## config.mk

```make
export PLATFORM = sky130hd
export DESIGN_NAME = object_identifier_decoder_top
export DESIGN_NICKNAME = d
export VERILOG_FILES = /design/src/rtl/core/oid_pkg.sv /design/src/rtl/core/oid_arc_unit.sv /design/src/rtl/core/object_identifier_decoder_top.sv
export SDC_FILE = /design/constraint.sdc
export NUM_CORES = 1
export LEC_CHECK = 0
export BUFFER_PORTS_ARGS = -buffer_cell sky130_fd_sc_hd__buf_4
export CORE_ASPECT_RATIO = 1.1
export CORE_UTILIZATION = 59
export CTS_CLUSTER_SIZE = 14
export DETAILED_ROUTE_END_ITERATION = 8
export GPL_TIMING_DRIVEN = 0
export MAX_ROUTING_LAYER = met4
export PLACE_DENSITY = 0.9
export SYNTH_ARGS = -nofsm -noshare
export SYNTH_HDL_FRONTEND = slang
export SYNTH_SLANG_ARGS = --single-unit
```

## constraint.sdc

```tcl
create_clock -name clock -period 6.21 [get_ports clock]
set_input_delay 0.621 -clock clock [delete_from_list [all_inputs] [get_ports clock]]
set_output_delay 0.621 -clock clock [all_outputs]
set_load 0.03 [all_outputs]
```

## src/rtl/core/oid_pkg.sv

```systemverilog
package oid_pkg;

   localparam logic [7:0] SplitBase  = 8'd40;
   localparam logic [7:0] MoreFlag   = 8'h80;
   localparam logic [6:0] SeptetMask = 7'h7F;

   // byte / 40 as (byte * 205) >> 13, exact for every 8-bit byte
   localparam logic [15:0] SplitRecip = 16'd205;
   localparam int          RecipShift = 13;

   typedef struct packed {
      logic [7:0] data_byte;
      logic       first_byte;
      logic       final_byte;
      logic       relative_id;
   } req_type;

   typedef struct packed {
      logic [31:0] arc_value;
      logic        from_first_pair;
      logic        identifier_done;
      logic        last_of_run;
   } rsp_type;

   typedef struct packed {
      logic has_result;
      logic last_beat;
   } oid_ctrl_type;

endpackage

```

## src/rtl/core/oid_arc_unit.sv

```systemverilog
module oid_arc_unit
   import oid_pkg::*;
(
   input  req_type      item,
   input  logic [31:0]  acc_value,
   input  logic         phase,
   output rsp_type      result,
   output oid_ctrl_type ctrl,
   output logic [31:0]  acc_next
);

   logic        split;
   logic [31:0] base;
   logic [31:0] shifted;
   logic [15:0] prod;
   logic [2:0]  quot;
   logic [7:0]  quot_x40;
   logic [7:0]  rem;

   assign split    = item.first_byte && !item.relative_id;
   assign base     = item.first_byte ? 32'd0 : acc_value;
   assign shifted  = {base[24:0], 7'd0};
   assign prod     = {8'd0, item.data_byte} * SplitRecip;
   assign quot     = prod[RecipShift+2:RecipShift];
   assign quot_x40 = 8'({5'd0, quot} * SplitBase);
   assign rem      = item.data_byte - quot_x40;

   always_comb begin
      result.from_first_pair = split;
      result.identifier_done = item.final_byte;
      result.last_of_run     = 1'b1;
      result.arc_value       = shifted + {24'd0, item.data_byte};
      ctrl.has_result        = 1'b1;
      ctrl.last_beat         = 1'b1;
      acc_next               = 32'd0;
      if (split) begin
         result.last_of_run = phase;
         ctrl.last_beat     = phase;
         result.arc_value   = phase ? {24'd0, rem} : {29'd0, quot};
      end else if ((item.data_byte & MoreFlag) != 8'd0) begin
         ctrl.has_result = 1'b0;
         acc_next        = shifted + {25'd0, item.data_byte[6:0] & SeptetMask};
      end
      if (item.final_byte) begin
         acc_next = 32'd0;
      end
   end

endmodule

```

## src/rtl/core/object_identifier_decoder_top.sv

```systemverilog
// channel   direction  payload   handshake
// req       in         req_type  req_valid / req_stall
// rsp       out        rsp_type  rsp_valid / rsp_stall
//
// one byte per cycle through the input register while req_stall is low; a split first byte of an
// absolute identifier holds that register until both of its result beats are loaded
// a req beat is registered in the input register, then its first rsp beat in the rsp register
// continuation bytes produce no rsp beat and leave without waiting on rsp_stall
// reset is synchronous and clears both valid registers, phase and accumulator
// req_stall rises only while the input register cannot hand off its item
module object_identifier_decoder_top
   import oid_pkg::*;
(
   input  logic    clock,
   input  logic    reset,
   input  logic    req_valid,
   output logic    req_stall,
   input  req_type req_data,
   output logic    rsp_valid,
   input  logic    rsp_stall,
   output rsp_type rsp_data
);

   logic         a_valid_ff, a_valid_in;
   req_type      a_item_ff, a_item_in;
   logic         phase_ff, phase_in;
   logic [31:0]  acc_ff, acc_in;
   logic         rsp_valid_ff, rsp_valid_in;
   rsp_type      rsp_data_ff, rsp_data_in;

   rsp_type      result;
   oid_ctrl_type ctrl;
   logic [31:0]  acc_next;
   logic         out_free;
   logic         load;
   logic         advance;
   logic         req_take;

   oid_arc_unit u_arc (
      .item      (a_item_ff),
      .acc_value (acc_ff),
      .phase     (phase_ff),
      .result    (result),
      .ctrl      (ctrl),
      .acc_next  (acc_next)
   );

   assign out_free  = !rsp_valid_ff || !rsp_stall;
   assign load      = a_valid_ff && ctrl.has_result && out_free;
   assign advance   = a_valid_ff && (!ctrl.has_result || (out_free && ctrl.last_beat));
   assign req_stall = a_valid_ff && !advance;
   assign req_take  = req_valid && !req_stall;

   always_comb begin
      a_valid_in   = req_take || (a_valid_ff && !advance);
      a_item_in    = req_take ? req_data : a_item_ff;
      phase_in     = advance ? 1'b0 : (load ? 1'b1 : phase_ff);
      acc_in       = advance ? acc_next : acc_ff;
      rsp_valid_in = load || (rsp_valid_ff && rsp_stall);
      rsp_data_in  = load ? result : rsp_data_ff;
   end

   always_ff @(posedge clock) begin
      if (reset) begin
         a_valid_ff   <= 1'b0;
         phase_ff     <= 1'b0;
         acc_ff       <= 32'd0;
         rsp_valid_ff <= 1'b0;
      end else begin
         a_valid_ff   <= a_valid_in;
         phase_ff     <= phase_in;
         acc_ff       <= acc_in;
         rsp_valid_ff <= rsp_valid_in;
      end
   end

   always_ff @(posedge clock) begin
      a_item_ff   <= a_item_in;
      rsp_data_ff <= rsp_data_in;
   end

   assign rsp_valid = rsp_valid_ff;
   assign rsp_data  = rsp_data_ff;

   a_quot_range: assert property (@(posedge clock) disable iff (reset)
      rsp_valid_ff && rsp_data_ff.from_first_pair && !rsp_data_ff.last_of_run
      |-> rsp_data_ff.arc_value <= 32'd6)
      else $error("quotient beat out of range");

   a_rem_range: assert property (@(posedge clock) disable iff (reset)
      rsp_valid_ff && rsp_data_ff.from_first_pair && rsp_data_ff.last_of_run
      |-> rsp_data_ff.arc_value < 32'd40)
      else $error("remainder beat out of range");

   a_single_last: assert property (@(posedge clock) disable iff (reset)
      rsp_valid_ff && !rsp_data_ff.from_first_pair |-> rsp_data_ff.last_of_run)
      else $error("ordinary arc beat without last_of_run");

   a_phase_held: assert property (@(posedge clock) disable iff (reset)
      phase_ff |-> a_valid_ff && a_item_ff.first_byte && !a_item_ff.relative_id)
      else $error("second split beat pending without a split item");

   a_reset_clear: assert property (@(posedge clock)
      reset |=> !rsp_valid_ff && !a_valid_ff && acc_ff == 32'd0)
      else $error("state not cleared by reset");

endmodule
```

### Word-level counts from Yosys, hierarchy flattened

Cells that the tools add are included.

| word-level totals | value |
|---|---|
| flip-flop bits (word level) | 74 |
| bits in latches | 0 |
| memory bits (writable) | 0 |
| memory bits (read-only) | 0 |
| bits of input ports | 15 |
| output and inout port bits | 37 |
| word-level logic and storage cells | 45 |
| memories | 0 |

| cells by class | value |
|---|---|
| $add $sub $neg | 3 |
| multiply operators | 2 |
| div/mod/pow operators | 0 |
| $lt $le $gt $ge | 0 |
| eq/ne operators | 0 |
| shifts and indexed selects | 0 |
| muxes and demuxes | 9 |
| bitwise gates (word level) | 0 |
| reduce and logical (&&, ||, !) cells | 19 |

Operators with widths:

| kind | number |
|---|---|
| $mux 25 | 4 |
| $add 32x8->32 | 1 |
| $mux 32 | 1 |
| $add 25x7->25 | 1 |
| $mul 8x8->16 const B | 1 |
| $logic_and 1x1->1 | 8 |
| $mux 8 | 1 |
| $sub 8x8->8 | 1 |
| $logic_not 1->1 | 6 |
| $mul 3x3->5 const B | 1 |
| $logic_or 1x1->1 | 4 |
| $mux 1 | 3 |
| $reduce_or 2->1 | 1 |

### Longest topological paths before layout

Gate-level depths: netlist of run 1.

| logic depth | value |
|---|---|
| depth in word-level cells | 11 |
| mapped depth | 21 |
| depth with buffers taken out | 21 |

### By module

From an unflattened synthesis of run 1, not the netlist that was laid out.

| unflattened totals | value |
|---|---|
| cells, all modules | 498 |
| area, all modules | 5057.4 um^2 |

Modules (own cells, without submodules):

| module | times used | cells each | area each (um^2) | seq. area each (um^2) |
|---|---|---|---|---|
| object_identifier_decoder_top | 1 | 202 | 2822.7 | 2082.0 |
| oid_arc_unit | 1 | 296 | 2234.6 | 0.0 |

### Worst setup path after synthesis of run 1

OpenSTA, ideal clock, no wires.

| timing path | value |
|---|---|
| path kind | register to register |
| from | register a_item_ff[4] (netlist name) |
| to | register rsp_data_ff, in the netlist rsp_data[10], data pin |
| setup time | 261 ps |
| data arrival time | 4954 ps |
| data required time | 5949 ps |
| slack | 995 ps |
| cell stages (with the launch flop) | 22 |
| path buffers | 0 |
| period minus slack after synthesis | 5215 ps |
| cells stage by stage | edfxtp_1 -> ha_1 -> xor2_1 -> ha_1 -> fa_1 -> inv_1 -> fa_1 -> inv_1 -> ha_1 -> and3_1 -> and4_1 -> a221oi_2 -> o21bai_1 -> xor2_1 -> ha_1 -> ha_1 -> inv_1 -> ha_1 -> a21oi_1 -> xnor3_1 -> xnor2_1 -> o21ai_0 |

RTL lines:

| what | RTL line | text |
|---|---|---|
| start, declared | object_identifier_decoder_top.sv:25 | `req_type a_item_ff, a_item_in;` |
| start signal, assigned | object_identifier_decoder_top.sv:78 | `a_item_ff <= a_item_in;` |
| end signal, assigned | object_identifier_decoder_top.sv:79 | `rsp_data_ff <= rsp_data_in;` |
| end, declared | object_identifier_decoder_top.sv:29 | `rsp_type rsp_data_ff, rsp_data_in;` |

==> reports/metrics.cfg, run 1 <==
[timing]
slew_headroom_pct=44.6
tightest_slew_ps=829
hold_violations=0
rsz0062_at_grt=no
min_period_over_period_pct=92.6
finalMaxSlewViolations=0
finalCriticalPeriod_ps=5750
clock_skew_ps=11.2
setup_violations=0
finalSetupTns_ps=0
clock.fmax_ghz=0.174

[route]
drt-pass1-iter-count=5
via_per_inst=5.84
num_vias=3081
drt_iter0_drc=244
routed_wl_um=8790
avgRoutedWirePerCell_um=16.7
drtAntennaViolNets=0
route.detailed.drc=0

[yosys]
synth_cell_types=46
synthArstFlopShare_pct=0
yosys.area.top_type_share_pct=31.9
ys_ff_latch=74
avgSynthCellArea_um2=11.5
yosys-top-cells-area=edfxtp_1, ha_1, dfxtp_1
synth_ff_type=edfxtp_1
ys_warn_count=0
synth_edf_count=46
syn-num-nets=452
netlist_area_um2=4330
seq_area_frac_synth_pct=44.9
synth_cells=375
yosys.area.top_type=edfxtp_1

[global_routing]
grt_pass1_vias=3131
grt_max_degree=35
grt_antenna_before_repair=0
grt_overflow=0
grt_use_total_pct=25.4
grt_pass1_wl_um=14900

[cts]
cts_setup_buffers=0
cts.sinks=74
cts_tree=yes
cts.repair.resized=0
clock_path_buffers=2
clk_pin_slew_worst_paths_ps=80
cts_buffers=9
clock-root-buffer=clkbuf_8
cts_hold_buf=0
clk_latency_ps=350
h-tree-depth=3

[worst_setup_path]
critical_path_class=flop to flop
crit_buf_inv=3
r2r_slack_ps=460
cp_data_required_time_ps=6310
end_kind=flop
critPathLaunchType=flop
cp.arrival_ps=5850
r2r_cells=21
slowest_stage=edfxtp_1
crit_path_cell_trace=ha_1, xor2_1, ha_1, fa_1, inv_1, fa_1, inv_1, ha_1, and3_1, and4_1, a221oi_2, o21bai_1, xor2_1, ha_1, ha_1, inv_1, ha_1, a21oi_1, xnor3_1, xnor2_1, o21ai_0
worst-path-stages=21
crit_top_cell=ha_1
crit_path_max_incr_delay_ps=540
worstPathMaxFanout=6
critical-path-top-delay-family=adder cells

[power_and_ir_drop]
cellLeakagePower_nw=2.22
power.density_nw_per_um2=281
p_total_mw=1.43
ir_worst_vdd_uv=237

[outcome]
status=finished, final reports clean

[placement]
dp_hpwl_um=6450
place.port_buffers=51
globalplace.congestion=0.928
placed_cell_area_um2=4850
dp_cells=512

[die]
dieArea_um2=7680
num_rows=32
die_x_um=83.7
core_um2=7050
ioPinCount=52
fp.dieH_um=91.8
initial_utilization_pct=61.4

[layout]
nets=515
diodes=0
fin_util_pct=72.0
fin_area_um2=5070
fill_cells=463
area_delta_synth_final_pct=17.2
final_common_cell=buf_4
finalNonFillerCells=528
drive_above_1_share_pct=19.6
final_cell_mix=buf_4, ha_1, edfxtp_1, inv_1, dfxtp_1

[worst_hold_path]
hold_depth=1
hold_class=primary input to flop

[job]
maxCapViolCount=0

-- per-stage QoR --
stage	setup slack (ps)	hold slack [ps]
2_1_floorplan	995	441
3_3_place_gp	654	455
3_5_place_dp	561	461
4_1_cts	482	431
5_1_grt	242	425
6_report	461	442
-- cell usage after synthesis, types with 3 or more instances --
cell       n
xor2_1    19
nand2b_1   5
nor2_1    27
nand4_1    9
and4_1     3
ha_1      52
a21o_1     4
nor2b_1    4
nand2_1   22
xnor2_1   13
dfxtp_1   28
or3_1      3
edfxtp_1  46
inv_1     35
nand3_1    5
o21ai_0   10
nor4_4     3
a22o_1    23
fa_1      10
nand3b_1   3
and3_1     3
a21oi_1   18
-- cell type report --
| class | instances | area (um^2) | share of cell area, % |
|---|---|---|---|
| Buffer | 7 | 36.3 | 0.715 |
| Clock buffer | 9 | 124 | 2.44 |
| Clock inverter | 7 | 98.8 | 1.95 |
| Inverter | 37 | 139 | 2.74 |
| Multi-Input combinational cell | 257 | 2220 | 43.8 |
| Sequential cell | 74 | 1940 | 38.3 |
| Tap cell | 85 | 106 | 2.10 |
| Timing Repair Buffer | 52 | 403 | 7.94 |
-- sequential cells by signal (all words and copies together) (netlist names) --
| signal | cells |
|---|---|
| rsp_data | 35 |
| a_item_ff | 11 |
| rsp_valid | 1 |
| acc_ff | 25 |
| phase_ff | 1 |
| a_valid_ff | 1 |
-- layer usage --
metal / track usage [%] / vias up / routed length [um] / part of all wire, %
met1: 29.8 / 1469 / 3680 / 42
met5: - / - / 0 / 0
met2: 43.3 / 120 / 4470 / 51
met4: 8.76 / 0 / 143 / 1.6
li1: - / 1476 / - / -
met3: 5.49 / 16 / 502 / 5.7
-- report_power, final --
| group | internal, mW | switching [mW] | leakage (nW) |
|---|---|---|---|
| Combinational | 0.196 | 0.251 | 1.45 |
| Sequential | 0.540 | 0.0166 | 0.658 |
| Clock | 0.229 | 0.193 | 0.110 |
-- logic make-up (layout without fill, tap and decap cells) --
logic type / count (synthesis) / count (layout) / synth area share [%]
and+or+nand+nor: 96 / 96 / 13.6
DFF: 74 / 74 / 44.9
AOI/OAI and AO/OA: 64 / 64 / 10.3
adders and majority gates: 62 / 62 / 19.7
buffers and inverters: 44 / 112 / 4.05
xor gates and xnor gates: 33 / 33 / 6.99
muxes: 2 / 2 / 0.520
-- worst paths after layout --
kind	from	end
worst max-delay path	a_item_ff[4]	rsp_data[10]
worst min register to register	acc_ff[24]	acc_ff[24]
worst max register to register	a_item_ff[4]	rsp_data[10]
worst min-delay path	req_data[5]	a_item_ff[5]
Note: power is estimated with default switching activity, not from simulation.
==> run 2: changes to the inputs <==
--- a/config.mk
+++ b/config.mk
@@ -7,12 +7,14 @@
 export LEC_CHECK = 0
 export BUFFER_PORTS_ARGS = -buffer_cell sky130_fd_sc_hd__buf_4
 export CORE_ASPECT_RATIO = 1.1
-export CORE_UTILIZATION = 59
+export CORE_UTILIZATION = 60
 export CTS_CLUSTER_SIZE = 14
 export DETAILED_ROUTE_END_ITERATION = 8
 export GPL_TIMING_DRIVEN = 0
 export MAX_ROUTING_LAYER = met4
 export PLACE_DENSITY = 0.9
+export RECOVER_POWER = 25
 export SYNTH_ARGS = -nofsm -noshare
 export SYNTH_HDL_FRONTEND = slang
+export SYNTH_HIERARCHICAL = 1
 export SYNTH_SLANG_ARGS = --single-unit
==> reports/metrics.cfg, run 2 <==
[outcome]
status=finished, final reports clean

[yosys]
syn-num-nets=540
ys_warn_count=6
avgSynthCellArea_um2=10.3
synth_cells=463
netlist_area_um2=4750

[route]
drt_iter0_drc=146
route.detailed.drc=0
drt-pass1-iter-count=4
via_per_inst=5.56
drtAntennaViolNets=0
avgRoutedWirePerCell_um=15.4
routed_wl_um=9810
num_vias=3533

[layout]
fin_util_pct=71.2
final_cell_mix=nand2_1, ha_1, edfxtp_1, clkbuf_1, inv_1
drive_above_1_share_pct=11.5
area_delta_synth_final_pct=13.3
final_common_cell=nand2_1
nets=603
finalNonFillerCells=636
largest_reg_flops=35
diodes=0
fill_cells=567

[worst_setup_path]
crit_buf_inv=3
worstPathMaxFanout=6
crit_path_cell_trace=ha_1, xor2_1, ha_1, fa_1, inv_1, fa_1, inv_1, ha_1, nand4_1, nor2_1, o21ai_0, and4_1, nor3_1, ha_1, inv_1, ha_1, nor2b_1, o21ai_0, nand2b_1, xnor2_1, nor4_1, o31ai_1
end_kind=flop
critical_path_class=flop to flop
crit_top_cell=ha_1
slowest_stage=fa_1
crit_path_max_incr_delay_ps=530
critical-path-top-delay-family=adder cells
cp_data_required_time_ps=6300
critPathLaunchType=flop
cp.arrival_ps=5620

[cts]
cts_tree=yes
clk_pin_slew_worst_paths_ps=80
cts_buffers=9
cts_hold_buf=0
cts.sinks=74
clk_latency_ps=340
clock-root-buffer=clkbuf_8
cts.repair.resized=0
h-tree-depth=3
cts_setup_buffers=0
clock_path_buffers=2

[global_routing]
grt_antenna_before_repair=0
grt_pass1_wl_um=16300
grt_overflow=0
grt_use_total_pct=26.8
grt_pass1_vias=3593
grt_max_degree=26

[timing]
slew_headroom_pct=42.5
finalMaxSlewViolations=0
clock.fmax_ghz=0.181
setup_violations=0
tightest_slew_ps=861
finalSetupTns_ps=0
rsz0062_at_grt=no
clock_skew_ps=7.79
min_period_over_period_pct=89.1
hold_violations=0
fin_ws_ps=680
finalCriticalPeriod_ps=5530

[power_and_ir_drop]
combPwrFrac_pct=33.4
cellLeakagePower_nw=2.19
internal_power_mw=0.885
p_sw_share_pct=33.9
clockPowerShare_pct=25.4
power_switching_mw=0.453
power_frac_seq_pct=41.3
power.density_nw_per_um2=248
ir_worst_vdd_uv=189

[die]
dieArea_um2=8280
die_x_um=86.9
fp.dieH_um=95.3
num_rows=33
initial_utilization_pct=62.9
ioPinCount=52
core_um2=7560

[placement]
dp_hpwl_um=7610
dp_cells=620
globalplace.congestion=0.862
dp_slack_ps=801
place.port_buffers=51

[worst_hold_path]
hold_class=flop to flop

[job]
maxCapViolCount=0

## run 2: metal layers
layer / global-route usage [%] / up-vias / routed length [um]
li1: - / 1709 / -
met1: 27.2 / 1669 / 3720
met2: 48.9 / 116 / 5220
met3: 4.50 / 39 / 394
met5: - / - / 0
met4: 15.0 / 0 / 471
## run 2: power groups by stage
stage,logic (mW),clock network [mW],registers (mW)
after detailed placement,0.442,0,0.563
final,0.446,0.339,0.552
after floorplan,0.310,0,0.576
after global placement,0.403,0,0.563
after global routing,0.501,0.362,0.554
after CTS,0.448,0.346,0.552
## run 2: path summary, 6_finish.rpt
check	from	endpoint	slack (ps)	depth (start not counted)
max	a_item_ff[5]	rsp_data[10]	680	22
min	acc_ff[0]	acc_ff[0]	460	2
max reg2reg	a_item_ff[5]	rsp_data[10]	680	22
min reg2reg	acc_ff[0]	acc_ff[0]	460	2
## run 2: worst reg2reg max path: cells and delay by family (launching register included)
kind,cells,cell delay (ps)
compound gates,3,410
xor+xnor,2,390
fa+ha+maj,7,2580
buf+inv,3,160
flops,1,510
simple gates,7,1240
## run 2: area by class of cell
type / count / area, um^2 / share of cell area, %
multi-input cells: 333 / 2540 / 47.2
flip-flops and latches: 74 / 1940 / 36.1
plain buffers: 21 / 149 / 2.77
inverters: 35 / 131 / 2.44
clock inverters: 5 / 37.5 / 0.697
repair buffers: 52 / 309 / 5.74
clock buffers: 11 / 141 / 2.63
well taps: 105 / 131 / 2.44
## run 2: metrics by stage
step	cell area, um^2	power [mW]	hold WS (ps)
after floorplan	4750	0.886	430
after global placement	5270	0.966	440
after detailed placement	5310	1.01	453
after CTS	5480	1.35	432
after global routing	5380	1.42	451
final	5380	1.34	461
==> run 3: changes to the inputs <==
--- a/config.mk
+++ b/config.mk
@@ -7,14 +7,13 @@
 export LEC_CHECK = 0
 export BUFFER_PORTS_ARGS = -buffer_cell sky130_fd_sc_hd__buf_4
 export CORE_ASPECT_RATIO = 1.1
-export CORE_UTILIZATION = 60
+export CORE_UTILIZATION = 59
 export CTS_CLUSTER_SIZE = 14
 export DETAILED_ROUTE_END_ITERATION = 8
 export GPL_TIMING_DRIVEN = 0
 export MAX_ROUTING_LAYER = met4
-export PLACE_DENSITY = 0.9
+export PLACE_DENSITY = 0.88
 export RECOVER_POWER = 25
 export SYNTH_ARGS = -nofsm -noshare
 export SYNTH_HDL_FRONTEND = slang
-export SYNTH_HIERARCHICAL = 1
 export SYNTH_SLANG_ARGS = --single-unit
==> reports/metrics.cfg, run 3 (synthesis gave the netlist of run 1 again) <==
[die]
core_um2=7050
fp.dieH_um=91.8
dieArea_um2=7680
die_x_um=83.7
ioPinCount=52
initial_utilization_pct=61.4
num_rows=32

[power_and_ir_drop]
p_total_mw=1.40
ir_worst_vdd_uv=204
cellLeakagePower_nw=2.12
power.density_nw_per_um2=282

[worst_setup_path]
critical_path_class=flop to flop
r2r-start=a_item_ff[4]
startpoint=a_item_ff[4]
end_kind=flop
crit_top_cell=ha_1
crit_path_max_incr_delay_ps=540
slowest_stage=fa_1
worstPathMaxFanout=6
crit_path_cell_trace=ha_1, xor2_1, ha_1, fa_1, inv_1, fa_1, inv_1, ha_1, and3_1, and4_1, a221oi_2, o21bai_1, xor2_1, ha_1, inv_1, ha_1, a21o_1, a21oi_1, xnor3_1, xnor2_1, o21ai_0
critical-path-top-delay-family=adder cells
cp_data_required_time_ps=6320
critPathLaunchType=flop
crit_buf_inv=3
cp.arrival_ps=5800

[route]
drt-pass1-iter-count=5
via_per_inst=5.88
avgRoutedWirePerCell_um=16.6
num_vias=3107
drt_iter0_drc=186
routed_wl_um=8780
drtAntennaViolNets=0
route.detailed.drc=0

[layout]
final_common_cell=ha_1
largest_reg_flops=35
nets=515
fin_util_pct=70.4
fill_cells=503
multi_input_area_um2=2210
diodes=0
seq_area_um2=1940
fin_area_um2=4960
drive_above_1_share_pct=14.2
area_delta_synth_final_pct=14.6
final_cell_mix=ha_1, edfxtp_1, inv_1, dfxtp_1, nor2_1
finalNonFillerCells=528

[placement]
dp_hpwl_um=6640
dp_cells=512
dp_slack_ps=538
placed_cell_area_um2=4850
place.port_buffers=51
globalplace.congestion=0.941

[cts]
clock-root-buffer=clkbuf_8
cts.repair.resized=0
cts_buffers=9
clk_latency_ps=360
cts.sinks=74
clk_pin_slew_worst_paths_ps=80
h-tree-depth=3
clock_path_buffers=2
cts_tree=yes
cts_hold_buf=0
cts_setup_buffers=0

[worst_hold_path]
hold_class=primary input to flop
hold_start=req_data[10]

[timing]
finalMaxSlewViolations=0
min_period_over_period_pct=91.5
holdWs_ps=458
finalCriticalPeriod_ps=5680
clock_skew_ps=11.2
finalSetupTns_ps=0
clock.fmax_ghz=0.176
fin_ws_ps=526
rsz0062_at_grt=no
tightest_slew_ps=797
hold_violations=0
setup_violations=0
slew_headroom_pct=46.8

[outcome]
status=finished, final reports clean

[global_routing]
grt_use_total_pct=25.9
grt_antenna_before_repair=0
grt_max_degree=35
grt_pass1_vias=3189
grt_pass1_wl_um=15000
grt_overflow=0

[job]
maxCapViolCount=0

run 3: changes by cell type in the layout (fill, tap and decap cells not counted), moves of 6 or more:
cell      change
o21ai_0       -7
nor2_1        +8
nand3_1       -8
mux2i_1      -25
clkbuf_1     -15
a22o_1       +23
nand2_1      -47
and2_1       -19
a21oi_1       +6
run 3: path summary, 6_finish.rpt:
path	end	slack, ps	depth (start not counted)
max	rsp_data[10]	530	21
min	a_item_ff[10]	460	1
max reg2reg	rsp_data[10]	530	21
min reg2reg	acc_ff[0]	480	1
run 3: layout make-up:
cell class / instances / area share [%]
plain buffers: 7 / 0.656
clock buffers: 9 / 2.50
clock inverters: 7 / 1.72
inverters: 37 / 2.80
multi-input cells: 257 / 44.6
flip-flops and latches: 74 / 39.1
well taps: 85 / 2.14
repair buffers: 52 / 6.46
run 3: where the power goes:
group / total, mW / switching (mW) / leakage (nW) / internal, mW
clock: 0.398 / 0.205 / 0.100 / 0.194
combinational: 0.445 / 0.256 / 1.36 / 0.189
sequential: 0.556 / 0.0158 / 0.658 / 0.540
run 3: metal layers:
metal,wire length [um],global-route usage (%)
met1,3670,30.8
met2,4370,42.5
met3,500,5.67
met4,242,11.7
met5,0,-
